`src/ps2mct_pkg.sv`:
```
// ----------------------------------------------------------------------------
// ps2mct_pkg
// shared types and constants for the ps/2 mouse packet cursor tracker
// ----------------------------------------------------------------------------
`default_nettype none

package ps2mct_pkg;

    // mouse protocol bytes and header fields
    localparam logic [7:0] ACK_BYTE     = 8'hFA;
    localparam logic [7:0] HDR_MASK     = 8'hC8;
    localparam logic [7:0] HDR_MATCH    = 8'h08;
    localparam int         HDR_XSIGN    = 4;
    localparam int         HDR_YSIGN    = 5;
    localparam int         BUTTON_BITS  = 3;

    // register reset values, truncated to the coordinate width on use
    localparam logic [15:0] MAX_X_RESET   = 16'd304;
    localparam logic [15:0] MAX_Y_RESET   = 16'd184;
    localparam logic [15:0] START_X_RESET = 16'd152;
    localparam logic [15:0] START_Y_RESET = 16'd78;

    // configuration register index
    localparam int CFG_INDEX_BITS = 3;

    typedef enum logic [CFG_INDEX_BITS-1:0] {
        REG_MAX_X   = 3'd0,
        REG_MAX_Y   = 3'd1,
        REG_START_X = 3'd2,
        REG_START_Y = 3'd3
    } cfg_reg_t;

    // packet phase
    typedef enum logic [1:0] {
        PH_ACK    = 2'd0,
        PH_HEADER = 2'd1,
        PH_X      = 2'd2,
        PH_Y      = 2'd3
    } phase_t;

    // decoded packet handed to the cursor and result stages
    typedef struct packed {
        logic                    valid;
        logic signed [8:0]       move_x;
        logic signed [9:0]       move_y;
        logic [BUTTON_BITS-1:0]  buttons;
    } pkt_t;

    // cursor update and register write strobes
    typedef struct packed {
        logic step;
        logic wr_max_x;
        logic wr_max_y;
        logic wr_start_x;
        logic wr_start_y;
    } cursor_ctrl_t;

endpackage

`default_nettype wire

```
`src/ps2_mouse_packet_cursor_tracker_unit.sv`:
```
// a byte accepted sits in the input register, and when it is the third of a packet
//   its result goes to the result register; the add and clamp are combinational
// throughput: one byte per cycle unless a held result stalls a full input register
// reset: waits for the 0xFA acknowledge, cursor at the start reset values,
//   bounds at the max reset values, both registers empty
// ----------------------------------------------------------------------------
// ps2_mouse_packet_cursor_tracker_unit
// ps/2 mouse three-byte packet decoder with clamped cursor tracking
// ----------------------------------------------------------------------------
`default_nettype none

module ps2_mouse_packet_cursor_tracker_unit #(
    parameter int COORD_BITS = 12
) (
    input  wire                                      aclk,
    input  wire                                      aresetn,
    // byte input channel
    input  wire                                      s_valid,
    output logic                                     s_ready,
    input  wire [7:0]                                s_rx_byte,
    // result channel
    output logic                                     m_valid,
    input  wire                                      m_ready,
    output logic signed [8:0]                        m_move_x,
    output logic signed [9:0]                        m_move_y,
    output logic [ps2mct_pkg::BUTTON_BITS-1:0]       m_buttons,
    output logic [COORD_BITS-1:0]                    m_pos_x,
    output logic [COORD_BITS-1:0]                    m_pos_y,
    // configuration write channel
    input  wire                                      cfg_valid,
    output logic                                     cfg_ready,
    input  wire [ps2mct_pkg::CFG_INDEX_BITS-1:0]     cfg_index,
    input  wire [COORD_BITS-1:0]                     cfg_data
);

    // input register
    logic       in_valid_reg, in_valid_next;
    logic [7:0] in_byte_reg;

    // result register
    logic                                   out_valid_reg, out_valid_next;
    logic signed [8:0]                      out_move_x_reg;
    logic signed [9:0]                      out_move_y_reg;
    logic [ps2mct_pkg::BUTTON_BITS-1:0]     out_buttons_reg;
    logic [COORD_BITS-1:0]                  out_pos_x_reg;
    logic [COORD_BITS-1:0]                  out_pos_y_reg;

    logic                      advance;
    logic                      cfg_write;
    ps2mct_pkg::pkt_t          pkt;
    ps2mct_pkg::cursor_ctrl_t  cur_ctrl;
    logic [COORD_BITS-1:0]     pos_x_next;
    logic [COORD_BITS-1:0]     pos_y_next;

    // the buffered byte moves on whenever the result register can take a result,
    // so a waiting result only stalls input once the input register is full
    assign advance = in_valid_reg && (!out_valid_reg || m_ready);
    assign s_ready = !in_valid_reg || advance;

    always_comb begin
        in_valid_next = in_valid_reg;
        if (s_valid && s_ready) begin
            in_valid_next = 1'b1;
        end else if (advance) begin
            in_valid_next = 1'b0;
        end
    end

    always_ff @(posedge aclk) begin
        if (!aresetn) begin
            in_valid_reg <= 1'b0;
        end else begin
            in_valid_reg <= in_valid_next;
        end
    end

    always_ff @(posedge aclk) begin
        if (s_valid && s_ready) begin
            in_byte_reg <= s_rx_byte;
        end
    end

    // configuration writes are always taken; unknown indexes fall through
    assign cfg_ready = 1'b1;
    assign cfg_write = cfg_valid && cfg_ready;

    always_comb begin
        cur_ctrl            = '0;
        cur_ctrl.step       = pkt.valid;
        if (cfg_write) begin
            case (cfg_index)
                ps2mct_pkg::REG_MAX_X:   cur_ctrl.wr_max_x   = 1'b1;
                ps2mct_pkg::REG_MAX_Y:   cur_ctrl.wr_max_y   = 1'b1;
                ps2mct_pkg::REG_START_X: cur_ctrl.wr_start_x = 1'b1;
                ps2mct_pkg::REG_START_Y: cur_ctrl.wr_start_y = 1'b1;
                default: ;
            endcase
        end
    end

    // packet sequencer
    ps2mct_decoder u_decoder (
        .aclk    (aclk),
        .aresetn (aresetn),
        .step    (advance),
        .rx_byte (in_byte_reg),
        .pkt     (pkt)
    );

    // cursor accumulate and clamp
    ps2mct_cursor #(
        .COORD_BITS (COORD_BITS)
    ) u_cursor (
        .aclk       (aclk),
        .aresetn    (aresetn),
        .ctrl       (cur_ctrl),
        .cfg_data   (cfg_data),
        .move_x     (pkt.move_x),
        .move_y     (pkt.move_y),
        .pos_x_next (pos_x_next),
        .pos_y_next (pos_y_next)
    );

    // result register: loads on the third byte, clears when the transaction completes
    always_comb begin
        out_valid_next = out_valid_reg;
        if (pkt.valid) begin
            out_valid_next = 1'b1;
        end else if (m_ready) begin
            out_valid_next = 1'b0;
        end
    end

    always_ff @(posedge aclk) begin
        if (!aresetn) begin
            out_valid_reg <= 1'b0;
        end else begin
            out_valid_reg <= out_valid_next;
        end
    end

    always_ff @(posedge aclk) begin
        if (pkt.valid) begin
            out_move_x_reg  <= pkt.move_x;
            out_move_y_reg  <= pkt.move_y;
            out_buttons_reg <= pkt.buttons;
            out_pos_x_reg   <= pos_x_next;
            out_pos_y_reg   <= pos_y_next;
        end
    end

    assign m_valid   = out_valid_reg;
    assign m_move_x  = out_move_x_reg;
    assign m_move_y  = out_move_y_reg;
    assign m_buttons = out_buttons_reg;
    assign m_pos_x   = out_pos_x_reg;
    assign m_pos_y   = out_pos_y_reg;

    // a decoded packet always lands in the result register
    a_pkt_to_result: assert property (@(posedge aclk) disable iff (!aresetn)
        pkt.valid |=> out_valid_reg)
        else $error("decoded packet did not reach the result register");

    // a new result only appears after the input register moved a byte on
    a_result_source: assert property (@(posedge aclk) disable iff (!aresetn)
        $rose(out_valid_reg) |-> $past(advance))
        else $error("result appeared without a byte being consumed");

    // a stalled result with a full input register blocks new bytes
    a_backpressure: assert property (@(posedge aclk) disable iff (!aresetn)
        (out_valid_reg && !m_ready && in_valid_reg) |-> !s_ready)
        else $error("input taken while both stages are full");

    // a packet is never decoded from an empty input register
    a_pkt_needs_byte: assert property (@(posedge aclk) disable iff (!aresetn)
        pkt.valid |-> in_valid_reg)
        else $error("packet decoded without a buffered byte");

endmodule

`default_nettype wire

```
`src/ps2mct_decoder.sv`:
```
// ----------------------------------------------------------------------------
// ps2mct_decoder
// byte sequencer: waits for the acknowledge, then collects three-byte packets
// ----------------------------------------------------------------------------
`default_nettype none

module ps2mct_decoder (
    input  wire               aclk,
    input  wire               aresetn,
    input  wire               step,
    input  wire [7:0]         rx_byte,
    output ps2mct_pkg::pkt_t  pkt
);

    ps2mct_pkg::phase_t phase_reg, phase_next;
    logic [7:0]         header_reg;
    logic [7:0]         x_byte_reg;
    logic               header_ok;
    logic [8:0]         y_wide;

    assign header_ok = (rx_byte & ps2mct_pkg::HDR_MASK) == ps2mct_pkg::HDR_MATCH;

    // next phase
    always_comb begin
        phase_next = phase_reg;
        if (step) begin
            case (phase_reg)
                ps2mct_pkg::PH_ACK: begin
                    if (rx_byte == ps2mct_pkg::ACK_BYTE) begin
                        phase_next = ps2mct_pkg::PH_HEADER;
                    end
                end
                ps2mct_pkg::PH_HEADER: begin
                    if (header_ok) begin
                        phase_next = ps2mct_pkg::PH_X;
                    end
                end
                ps2mct_pkg::PH_X: phase_next = ps2mct_pkg::PH_Y;
                ps2mct_pkg::PH_Y: phase_next = ps2mct_pkg::PH_HEADER;
                default:          phase_next = ps2mct_pkg::PH_ACK;
            endcase
        end
    end

    // packet outputs, y byte negated to screen direction
    assign y_wide = {header_reg[ps2mct_pkg::HDR_YSIGN], rx_byte};

    always_comb begin
        pkt.valid   = step && (phase_reg == ps2mct_pkg::PH_Y);
        pkt.move_x  = $signed({header_reg[ps2mct_pkg::HDR_XSIGN], x_byte_reg});
        pkt.move_y  = $signed(10'd0 - {y_wide[8], y_wide});
        pkt.buttons = header_reg[ps2mct_pkg::BUTTON_BITS-1:0];
    end

    always_ff @(posedge aclk) begin
        if (!aresetn) begin
            phase_reg <= ps2mct_pkg::PH_ACK;
        end else begin
            phase_reg <= phase_next;
        end
    end

    always_ff @(posedge aclk) begin
        if (step && phase_reg == ps2mct_pkg::PH_HEADER && header_ok) begin
            header_reg <= rx_byte;
        end
        if (step && phase_reg == ps2mct_pkg::PH_X) begin
            x_byte_reg <= rx_byte;
        end
    end

endmodule

`default_nettype wire

```
`src/ps2mct_cursor.sv`:
```
// ----------------------------------------------------------------------------
// ps2mct_cursor
// cursor position accumulator with clamping and bound registers
// ----------------------------------------------------------------------------
`default_nettype none

module ps2mct_cursor #(
    parameter int COORD_BITS = 12
) (
    input  wire                          aclk,
    input  wire                          aresetn,
    input  ps2mct_pkg::cursor_ctrl_t     ctrl,
    input  wire [COORD_BITS-1:0]         cfg_data,
    input  wire signed [8:0]             move_x,
    input  wire signed [9:0]             move_y,
    output logic [COORD_BITS-1:0]        pos_x_next,
    output logic [COORD_BITS-1:0]        pos_y_next
);

    localparam int SUM_W = COORD_BITS + 2;

    logic [COORD_BITS-1:0] max_x_reg;
    logic [COORD_BITS-1:0] max_y_reg;
    logic [COORD_BITS-1:0] cursor_x_reg;
    logic [COORD_BITS-1:0] cursor_y_reg;
    logic signed [SUM_W-1:0] sum_x;
    logic signed [SUM_W-1:0] sum_y;

    // negative goes to zero first, then above max goes to max
    function automatic logic [COORD_BITS-1:0] clamp(
        input logic signed [SUM_W-1:0] sum,
        input logic [COORD_BITS-1:0]   limit
    );
        logic [COORD_BITS-1:0] res;
        if (sum[SUM_W-1]) begin
            res = '0;
        end else if (sum[SUM_W-2:0] > {1'b0, limit}) begin
            res = limit;
        end else begin
            res = sum[COORD_BITS-1:0];
        end
        return res;
    endfunction

    assign sum_x = $signed({2'b00, cursor_x_reg})
                 + $signed({{(SUM_W-9){move_x[8]}}, move_x});
    assign sum_y = $signed({2'b00, cursor_y_reg})
                 + $signed({{(SUM_W-10){move_y[9]}}, move_y});

    assign pos_x_next = clamp(sum_x, max_x_reg);
    assign pos_y_next = clamp(sum_y, max_y_reg);

    always_ff @(posedge aclk) begin
        if (!aresetn) begin
            max_x_reg    <= COORD_BITS'(ps2mct_pkg::MAX_X_RESET);
            max_y_reg    <= COORD_BITS'(ps2mct_pkg::MAX_Y_RESET);
            cursor_x_reg <= COORD_BITS'(ps2mct_pkg::START_X_RESET);
            cursor_y_reg <= COORD_BITS'(ps2mct_pkg::START_Y_RESET);
        end else begin
            if (ctrl.wr_max_x) begin
                max_x_reg <= cfg_data;
            end
            if (ctrl.wr_max_y) begin
                max_y_reg <= cfg_data;
            end
            if (ctrl.wr_start_x) begin
                cursor_x_reg <= cfg_data;
            end else if (ctrl.step) begin
                cursor_x_reg <= pos_x_next;
            end
            if (ctrl.wr_start_y) begin
                cursor_y_reg <= cfg_data;
            end else if (ctrl.step) begin
                cursor_y_reg <= pos_y_next;
            end
        end
    end

endmodule

`default_nettype wire
```
`config.mk`:
```
export PLATFORM = sky130hd
export DESIGN_NAME = ps2_mouse_packet_cursor_tracker_unit
export DESIGN_NICKNAME = d
export VERILOG_FILES = /design/src/ps2mct_pkg.sv /design/src/ps2_mouse_packet_cursor_tracker_unit.sv /design/src/ps2mct_decoder.sv /design/src/ps2mct_cursor.sv
export SDC_FILE = /design/constraint.sdc
export NUM_CORES = 1
export LEC_CHECK = 0
export BUFFER_PORTS_ARGS = -buffer_cell sky130_fd_sc_hd__buf_2
export CAP_MARGIN = 20
export CORE_MARGIN = 2
export CORE_UTILIZATION = 26
export DETAILED_ROUTE_END_ITERATION = 12
export HOLD_SLACK_MARGIN = 0.12
export PLACE_DENSITY = 0.51
export SLEW_MARGIN = 20
export SYNTH_ARGS = -nofsm -noshare
export SYNTH_HDL_FRONTEND = slang
export SYNTH_SLANG_ARGS = --single-unit
```
`constraint.sdc`:
```
create_clock -name aclk -period 4.8 [get_ports aclk]
set_input_delay 0 -clock aclk [delete_from_list [all_inputs] [get_ports aclk]]
set_output_delay 0 -clock aclk [all_outputs]
set_load 0.005 [all_outputs]
```
==> insert_results.sql, run 1 <==
INSERT INTO impl_metrics (metric_group, metric, value, unit) VALUES
('outcome', 'run_status', 'completed', ''),
('placed_design', 'gp_congestion', '0.792', ''),
('finish', 'fin_nets', '847', ''),
('setup_path', 'timing.rr.end', 'm_pos_y[6]', ''),
('yosys', 'netlist-cell-type-count', '61', ''),
('sta', 'remaining_max_slew_budget_at_the_tightest_pin', '0.362', ''),
('pwr', 'power.share.switching', '0.240', ''),
('yosys', 'postSynthRegisterBits', '119', ''),
('setup_path', 'worstReg2RegStart', 'in_byte_reg[0]', ''),
('route', 'wl', '18.7', 'mm'),
('route', 'route.layer.met1.wl', '8.33', 'mm'),
('pwr', 'vdd_drop_max', '187', 'uV'),
('finish', 'insertedDiodeCount', '0', ''),
('global_route', 'grt_max_degree', '39', ''),
('finish', 'layout.cells.most_common', 'sky130_fd_sc_hd__buf_2', ''),
('sta', 'finalCriticalPeriod', '4510', 'ps'),
('global_route', 'first_global_vias', '5054', ''),
('clocking', 'tritoncts', 'yes', ''),
('pwr', 'power.combinational.fraction', '0.117', ''),
('yosys', 'mapped_nets', '726', ''),
('floorplanning', 'total_core_area', '0.0250', 'sq mm'),
('sta', 'fin_hold_ws', '150', 'ps'),
('finish', 'final_core_utilization', '0.332', ''),
('route', 'viasPerCell', '4.70', ''),
('pwr', 'cellLeakagePower', '3.29', 'nW'),
('route', 'via_count', '5167', ''),
('yosys', 'synth_async_sr_flop_share', '0', ''),
('route', 'met3RoutedLength', '941', 'um'),
('sta', 'finalSetupViolCount', '0', ''),
('hold_path', 'hold_path_startpoint', 'cfg_index[0]', ''),
('sta', 'max_clk_rate', '222', 'MHz'),
('floorplanning', 'die-width', '163', 'um'),
('floorplanning', 'die_area', '0.0265', 'sq mm'),
('finish', 'proportion_of_layout_cells_with_a_drive_suffix_above_1', '0.194', ''),
('setup_path', 'startpoint_type', 'register', ''),
('finish', 'area_growth_syn_to_layout', '26.3', '%'),
('global_route', 'antenna_found_initial', '0', ''),
('finish', 'layout.cells.most_common_list', 'sky130_fd_sc_hd__buf_2 (75), sky130_fd_sc_hd__nand2_1 (68), sky130_fd_sc_hd__edfxtp_1 (67)', ''),
('route', 'first_pass_iters', '5', ''),
('pwr', 'share_of_total_power_in_the_clock_network', '0.479', ''),
('clocking', 'cts_made_buffers', '17', ''),
('route', 'wl_met2', '9.24', 'mm'),
('sta', 'report.final.hold_viol_count', '0', ''),
('sta', 'fin_worst_skew', '7.90', 'ps'),
('route', 'drtAntennaViolNets', '0', ''),
('yosys', 'syn-mean-instance-area', '10.3', 'sq um'),
('setup_path', 'worst_setup_path_end_kind', 'register', ''),
('route', 'detail_route.iter0.violations', '288', ''),
('placed_design', 'portBuffers', '75', ''),
('setup_path', 'worst_setup_path_startpoint', 'in_byte_reg[0]', ''),
('route', 'routedWlPerCell', '17.0', 'um'),
('floorplanning', 'die_h', '163', 'um'),
('pwr', 'power.sequential.fraction', '0.404', ''),
('floorplanning', 'design.portCount', '77', ''),
('finish', 'final_instance_count_excl_fillers', '1100', ''),
('job', 'maxCapViolations', '0', ''),
('clocking', 'clkLatencyLatePin', '420', 'ps'),
('setup_path', 'critPathKind', 'reg2reg', ''),
('placed_design', 'dp_hpwl', '13.7', 'mm'),
('clocking', 'clock_tree.buffer_depth', '2', ''),
('sta', 'worst_slew_pin_slew', '953', 'ps'),
('yosys', 'synthesis.area', '0.00657', 'sq mm'),
('sta', 'timing.final.max_slew_violations', '0', ''),
('yosys', 'dominantRegCellSynth', 'sky130_fd_sc_hd__edfxtp_1', ''),
('global_route', 'track_usage', '0.144', ''),
('placed_design', 'numPlacedInstances', '1034', ''),
('yosys', 'synth-seq-area-share', '0.465', ''),
('clocking', 'htree_num_levels', '4', ''),
('sta', 'setup_total_negative_slack', '0', 'ps'),
('global_route', 'grt_first_pass_wirelength', '28.7', 'mm'),
('setup_path', 'r2r_cells', '18', '');
Yosys cell counts (11+ instances only):
library cell / number / share of area
sky130_fd_sc_hd__inv_1: 45 / 0.026
sky130_fd_sc_hd__edfxtp_1: 67 / 0.31
sky130_fd_sc_hd__mux2i_1: 25 / 0.038
sky130_fd_sc_hd__a21oi_1: 48 / 0.037
sky130_fd_sc_hd__dfxtp_1: 52 / 0.16
sky130_fd_sc_hd__o211ai_1: 15 / 0.017
sky130_fd_sc_hd__nor2_1: 43 / 0.025
sky130_fd_sc_hd__clkbuf_1: 16 / 0.0091
sky130_fd_sc_hd__nand2_1: 68 / 0.039
sky130_fd_sc_hd__a22oi_1: 22 / 0.025
sky130_fd_sc_hd__o21ai_0: 11 / 0.0084
sky130_fd_sc_hd__xnor2_1: 16 / 0.021
sky130_fd_sc_hd__ha_1: 60 / 0.11
worst min path at each step:
stage,to,cells after the start
2_1_floorplan,u_cursor.max_y_reg[7],1
3_3_place_gp,in_byte_reg[5],1
3_5_place_dp,in_byte_reg[1],1
4_1_cts,u_cursor.max_x_reg[2],5
5_1_grt,u_cursor.max_x_reg[9],5
6_report,u_cursor.max_x_reg[11],5
worst max-delay path: stages, from the launching register on:
cell and delay [ps]:
sky130_fd_sc_hd__edfxtp_1 500, sky130_fd_sc_hd__inv_1 120, sky130_fd_sc_hd__ha_1 280, sky130_fd_sc_hd__xnor2_1 280, sky130_fd_sc_hd__ha_1 290, sky130_fd_sc_hd__o21ai_0 140, sky130_fd_sc_hd__o21ai_0 250, sky130_fd_sc_hd__a31oi_2 170
sky130_fd_sc_hd__o31ai_1 380, sky130_fd_sc_hd__xnor2_1 210, sky130_fd_sc_hd__ha_1 290, sky130_fd_sc_hd__and3_1 180, sky130_fd_sc_hd__and3_1 210, sky130_fd_sc_hd__o221ai_1 90, sky130_fd_sc_hd__a22oi_1 140, sky130_fd_sc_hd__a21oi_2 140
sky130_fd_sc_hd__buf_4 190, sky130_fd_sc_hd__mux2i_1 320, sky130_fd_sc_hd__nor2_1 90
through the flow:
| stage | power [mW] | area, sq um | worst slack (ps) |
|---|---|---|---|
| 3_3_place_gp | 1.43 | 7350 | 297 |
| 4_1_cts | 2.77 | 8230 | 272 |
| 3_5_place_dp | 1.43 | 7350 | 307 |
| 2_1_floorplan | 1.34 | 6570 | 854 |
| 5_1_grt | 2.87 | 8290 | -44.6 |
| 6_report | 2.75 | 8290 | 288 |
power by group through the flow:
stage	Sequential, mW	Combinational (mW)	Clock [mW]
final	1.11	0.323	1.32
after global routing	1.11	0.366	1.39
after CTS	1.11	0.314	1.35
after detailed placement	1.13	0.295	0
after global placement	1.13	0.297	0
after floorplan	1.13	0.212	0
kinds of logic (layout without fill, tap and decap cells):
family                     count (synthesis)  count (layout)  synth area share
muxes                                     25              25            0.0381
buffers and inverters                     67             201            0.0425
and+or+nand+nor                          174             174             0.126
adders and majority gates                 62              62             0.120
AOI/OAI and AO/OA                        162             162             0.173
DFF                                      119             119             0.465
other                                      1               1          0.000571
xor gates and xnor gates                  26              26            0.0347
layer usage:
metal  up-vias  track usage
met2       106        0.247
met4         0       0.0378
met1      2473        0.181
met3        16       0.0334
met5         -            0
li1       2572            -
layout make-up:
class	count	area (sq um)
inverter	46	173
sequential	119	3050
clock inverter	8	91.3
timing repair buffer	123	801
tap	330	413
clock buffer	24	523
multi-input combinational	450	3240
fill	2614	16700
repair_timing:
| action | in CTS | in global routing |
|---|---|---|
| endpoints found under the setup margin | 0 | 24 |
| resized for setup | 0 | 1 |
| setup buffers | 0 | 8 |
| hold buffers | 26 | 0 |
| endpoints found under the hold margin | 58 | 0 |
(Power assumes the default switching activity.)
==> run 2: changes to the inputs <==
clock period = 5.5 ns   (was 4.8 ns; I/O delays follow)
==> run 2 against run 1 <==
Effect of this change: cell area down 1.7%; sequential power down 13%; global-route usage up 0.12 points; register-to-register slack better by 500 ps; sequential share of layout area up 0.64 points; cell count down 1.5%; flip-flop and latch count unchanged; clock-buffer cell count down 2; combinational power down 16%; first-iteration DRC count up 33%; core utilization down 0.57 points.
==> insert_results.sql, run 2 (synthesized netlist as in run 1, its figures left out) <==
INSERT INTO impl_metrics (metric_group, metric, value, unit) VALUES
('outcome', 'run_status', 'completed', ''),
('pwr', 'cellInternalPower', '1.77', 'mW'),
('placed_design', 'place_ws', '822', 'ps'),
('pwr', 'power.sequential.fraction', '0.411', ''),
('setup_path', 'critical_path_peak_fanout', '10', ''),
('setup_path', 'cp_data_required_time', '5670', 'ps'),
('pwr', 'vdd_drop_max', '182', 'uV'),
('placed_design', 'portBuffers', '75', ''),
('finish', 'num-fill-cells', '2619', ''),
('route', 'wl', '18.8', 'mm'),
('finish', 'area_growth_syn_to_layout', '24.1', '%'),
('sta', 'timing.final.max_slew_violations', '0', ''),
('setup_path', 'critPathKind', 'reg2reg', ''),
('placed_design', 'gp_congestion', '0.802', ''),
('clocking', 'clock_tree.buffer_depth', '2', ''),
('setup_path', 'worst_endpoint_data_arrival_time', '4880', 'ps'),
('setup_path', 'worst_setup_path_end_kind', 'register', ''),
('global_route', 'grt_overflow_total', '0', ''),
('global_route', 'track_usage', '0.145', ''),
('sta', 'report.final.hold_viol_count', '0', ''),
('floorplanning', 'die_h', '163', 'um'),
('floorplanning', 'die-width', '163', 'um'),
('clocking', 'clock-sinks', '119', ''),
('sta', 'remaining_max_slew_budget_at_the_tightest_pin', '0.282', ''),
('finish', 'final_core_utilization', '0.327', ''),
('floorplanning', 'total_core_area', '0.0250', 'sq mm'),
('clocking', 'htree_num_levels', '4', ''),
('global_route', 'antenna_found_initial', '0', ''),
('pwr', 'share_of_total_power_in_the_clock_network', '0.474', ''),
('finish', 'layout.cells.most_common_list', 'sky130_fd_sc_hd__buf_2 (75), sky130_fd_sc_hd__nand2_1 (68), sky130_fd_sc_hd__edfxtp_1 (67)', ''),
('route', 'drtAntennaViolNets', '0', ''),
('sta', 'max_clk_rate', '212', 'MHz'),
('global_route', 'met1_usage', '0.190', ''),
('floorplanning', 'design.portCount', '77', ''),
('global_route', 'grt_max_degree', '42', ''),
('floorplanning', 'std_cell_rows', '58', ''),
('sta', 'finalCriticalPeriod', '4710', 'ps'),
('setup_path', 'cp_common_cell', 'sky130_fd_sc_hd__ha_1', ''),
('finish', 'proportion_of_layout_cells_with_a_drive_suffix_above_1', '0.176', ''),
('route', 'detail_route.iter0.violations', '384', ''),
('floorplanning', 'starting_density', '0.263', ''),
('pwr', 'power.switching', '0.596', 'mW'),
('setup_path', 'r2r_cells', '18', ''),
('pwr', 'power.density', '290', 'mW/mm^2'),
('clocking', 'cts_made_buffers', '17', ''),
('route', 'first_pass_iters', '5', ''),
('sta', 'final.setup.worst_slack', '786', 'ps'),
('placed_design', 'dp_hpwl', '13.7', 'mm'),
('finish', 'layout.cells.most_common', 'sky130_fd_sc_hd__buf_2', ''),
('setup_path', 'critical_path.cell_chain', 'inv_1 > ha_1 > nand2_1 > xor2_1 > ha_1 > o21ai_0 > nand2b_1 > a31oi_1 > o21ai_0 > xor2_1 > ha_1 > and3_1 > a221oi_1 > a22oi_1 > a21oi_2 > buf_4 > mux2i_1 > nor2_1', ''),
('finish', 'fin_nets', '831', ''),
('job', 'maxCapViolations', '0', ''),
('sta', 'finalSetupViolCount', '0', ''),
('sta', 'rsz0062_at_grt', 'no', ''),
('hold_path', 'path_category_of_the_worst_min_delay_check', 'in2reg', ''),
('sta', 'worst_slew_pin_slew', '1080', 'ps'),
('setup_path', 'critical_path.max_stage_delay', '490', 'ps'),
('clocking', 'clkSlewWorstSetupHoldPaths', '60', 'ps'),
('global_route', 'grtUsageMet3', '0.0346', ''),
('pwr', 'power.share.switching', '0.252', ''),
('global_route', 'grt_first_pass_wirelength', '29.0', 'mm'),
('sta', 'final_min_period_over_clock_period', '0.857', ''),
('global_route', 'global_route.peak_usage_layer', 'met2', ''),
('route', 'viasPerCell', '4.75', ''),
('pwr', 'power.combinational.fraction', '0.115', ''),
('hold_path', 'holdPathStages', '5', ''),
('pwr', 'cellLeakagePower', '3.19', 'nW'),
('sta', 'setup_total_negative_slack', '0', 'ps'),
('sta', 'fin_worst_skew', '9.72', 'ps'),
('route', 'via_count', '5152', ''),
('global_route', 'grt_util_met2', '0.237', ''),
('route', 'post-route-drc-count', '0', ''),
('clocking', 'clock_tree.root_cell', 'sky130_fd_sc_hd__clkbuf_16', ''),
('floorplanning', 'die_area', '0.0265', 'sq mm'),
('clocking', 'cts-resized-gates', '0', ''),
('clocking', 'clkLatencyLatePin', '420', 'ps'),
('global_route', 'first_global_vias', '5040', ''),
('setup_path', 'startpoint_type', 'register', ''),
('route', 'routedWlPerCell', '17.3', 'um'),
('setup_path', 'critPathSlowestCell', 'sky130_fd_sc_hd__edfxtp_1', ''),
('clocking', 'tritoncts', 'yes', ''),
('finish', 'insertedDiodeCount', '0', '');
-- run 2: cell type report --
cell class	count	area, sq um	share of cell area
clock buffer	22	507	0.0622
clock inverter	10	88.8	0.0109
inverter	46	173	0.0212
multi-input combinational	450	3230	0.397
sequential	119	3050	0.375
tap	330	413	0.0507
timing repair buffer	107	683	0.0838
-- run 2: critical path, delay by kind of cell (launching register included) --
family / cells / cell delay [ps]
flip-flops: 1 / 490
XOR/XNOR: 2 / 480
adder cells (fa/ha/maj): 3 / 820
AND/OR/NAND/NOR: 4 / 430
multiplexers: 1 / 270
buffers and inverters: 2 / 420
AO/OA/AOI/OAI: 6 / 1570
-- run 2: per-layer routing --
metal | wire length (um) | up-vias
li1 | - | 2553
met1 | 8700 | 2462
met2 | 8950 | 113
met3 | 787 | 24
met4 | 330 | 0
met5 | 0 | -
-- run 2: power groups by stage --
stage          registers, mW  clock network [mW]  logic (mW)
2_1_floorplan          0.982                   0       0.185
3_5_place_dp           0.990                   0       0.255
6_report               0.971                1.12       0.271
3_3_place_gp           0.989                   0       0.257
4_1_cts                0.971                1.14       0.272
5_1_grt                0.972                1.19       0.305
-- run 2: repair_timing --
action / in CTS / in global routing
endpoints found under the hold margin: 58 / 0
hold buffers: 27 / 0
buffers inserted: 0 / 0
endpoints found under the setup margin: 0 / 0
-- run 2: final timing paths --
check | from | to | slack [ps]
max reg2reg | in_byte_reg[0] | m_pos_y[0] | 790
min reg2reg | u_decoder.header_reg[2] | m_buttons[2] | 420
min | cfg_index[0] | u_cursor.max_x_reg[11] | 150
max | in_byte_reg[0] | m_pos_y[0] | 790
-- run 2: through the flow --
step / instance area (sq um) / hold WS (ps) / total power, mW / std cells
after floorplan: 6570 / 88.9 / 1.17 / 636
after global placement: 7290 / 182 / 1.25 / 1025
after detailed placement: 7290 / 179 / 1.25 / 1025
after CTS: 8150 / 124 / 2.38 / 1084
after global routing: 8150 / 168 / 2.46 / 1084
final: 8150 / 151 / 2.36 / 1084
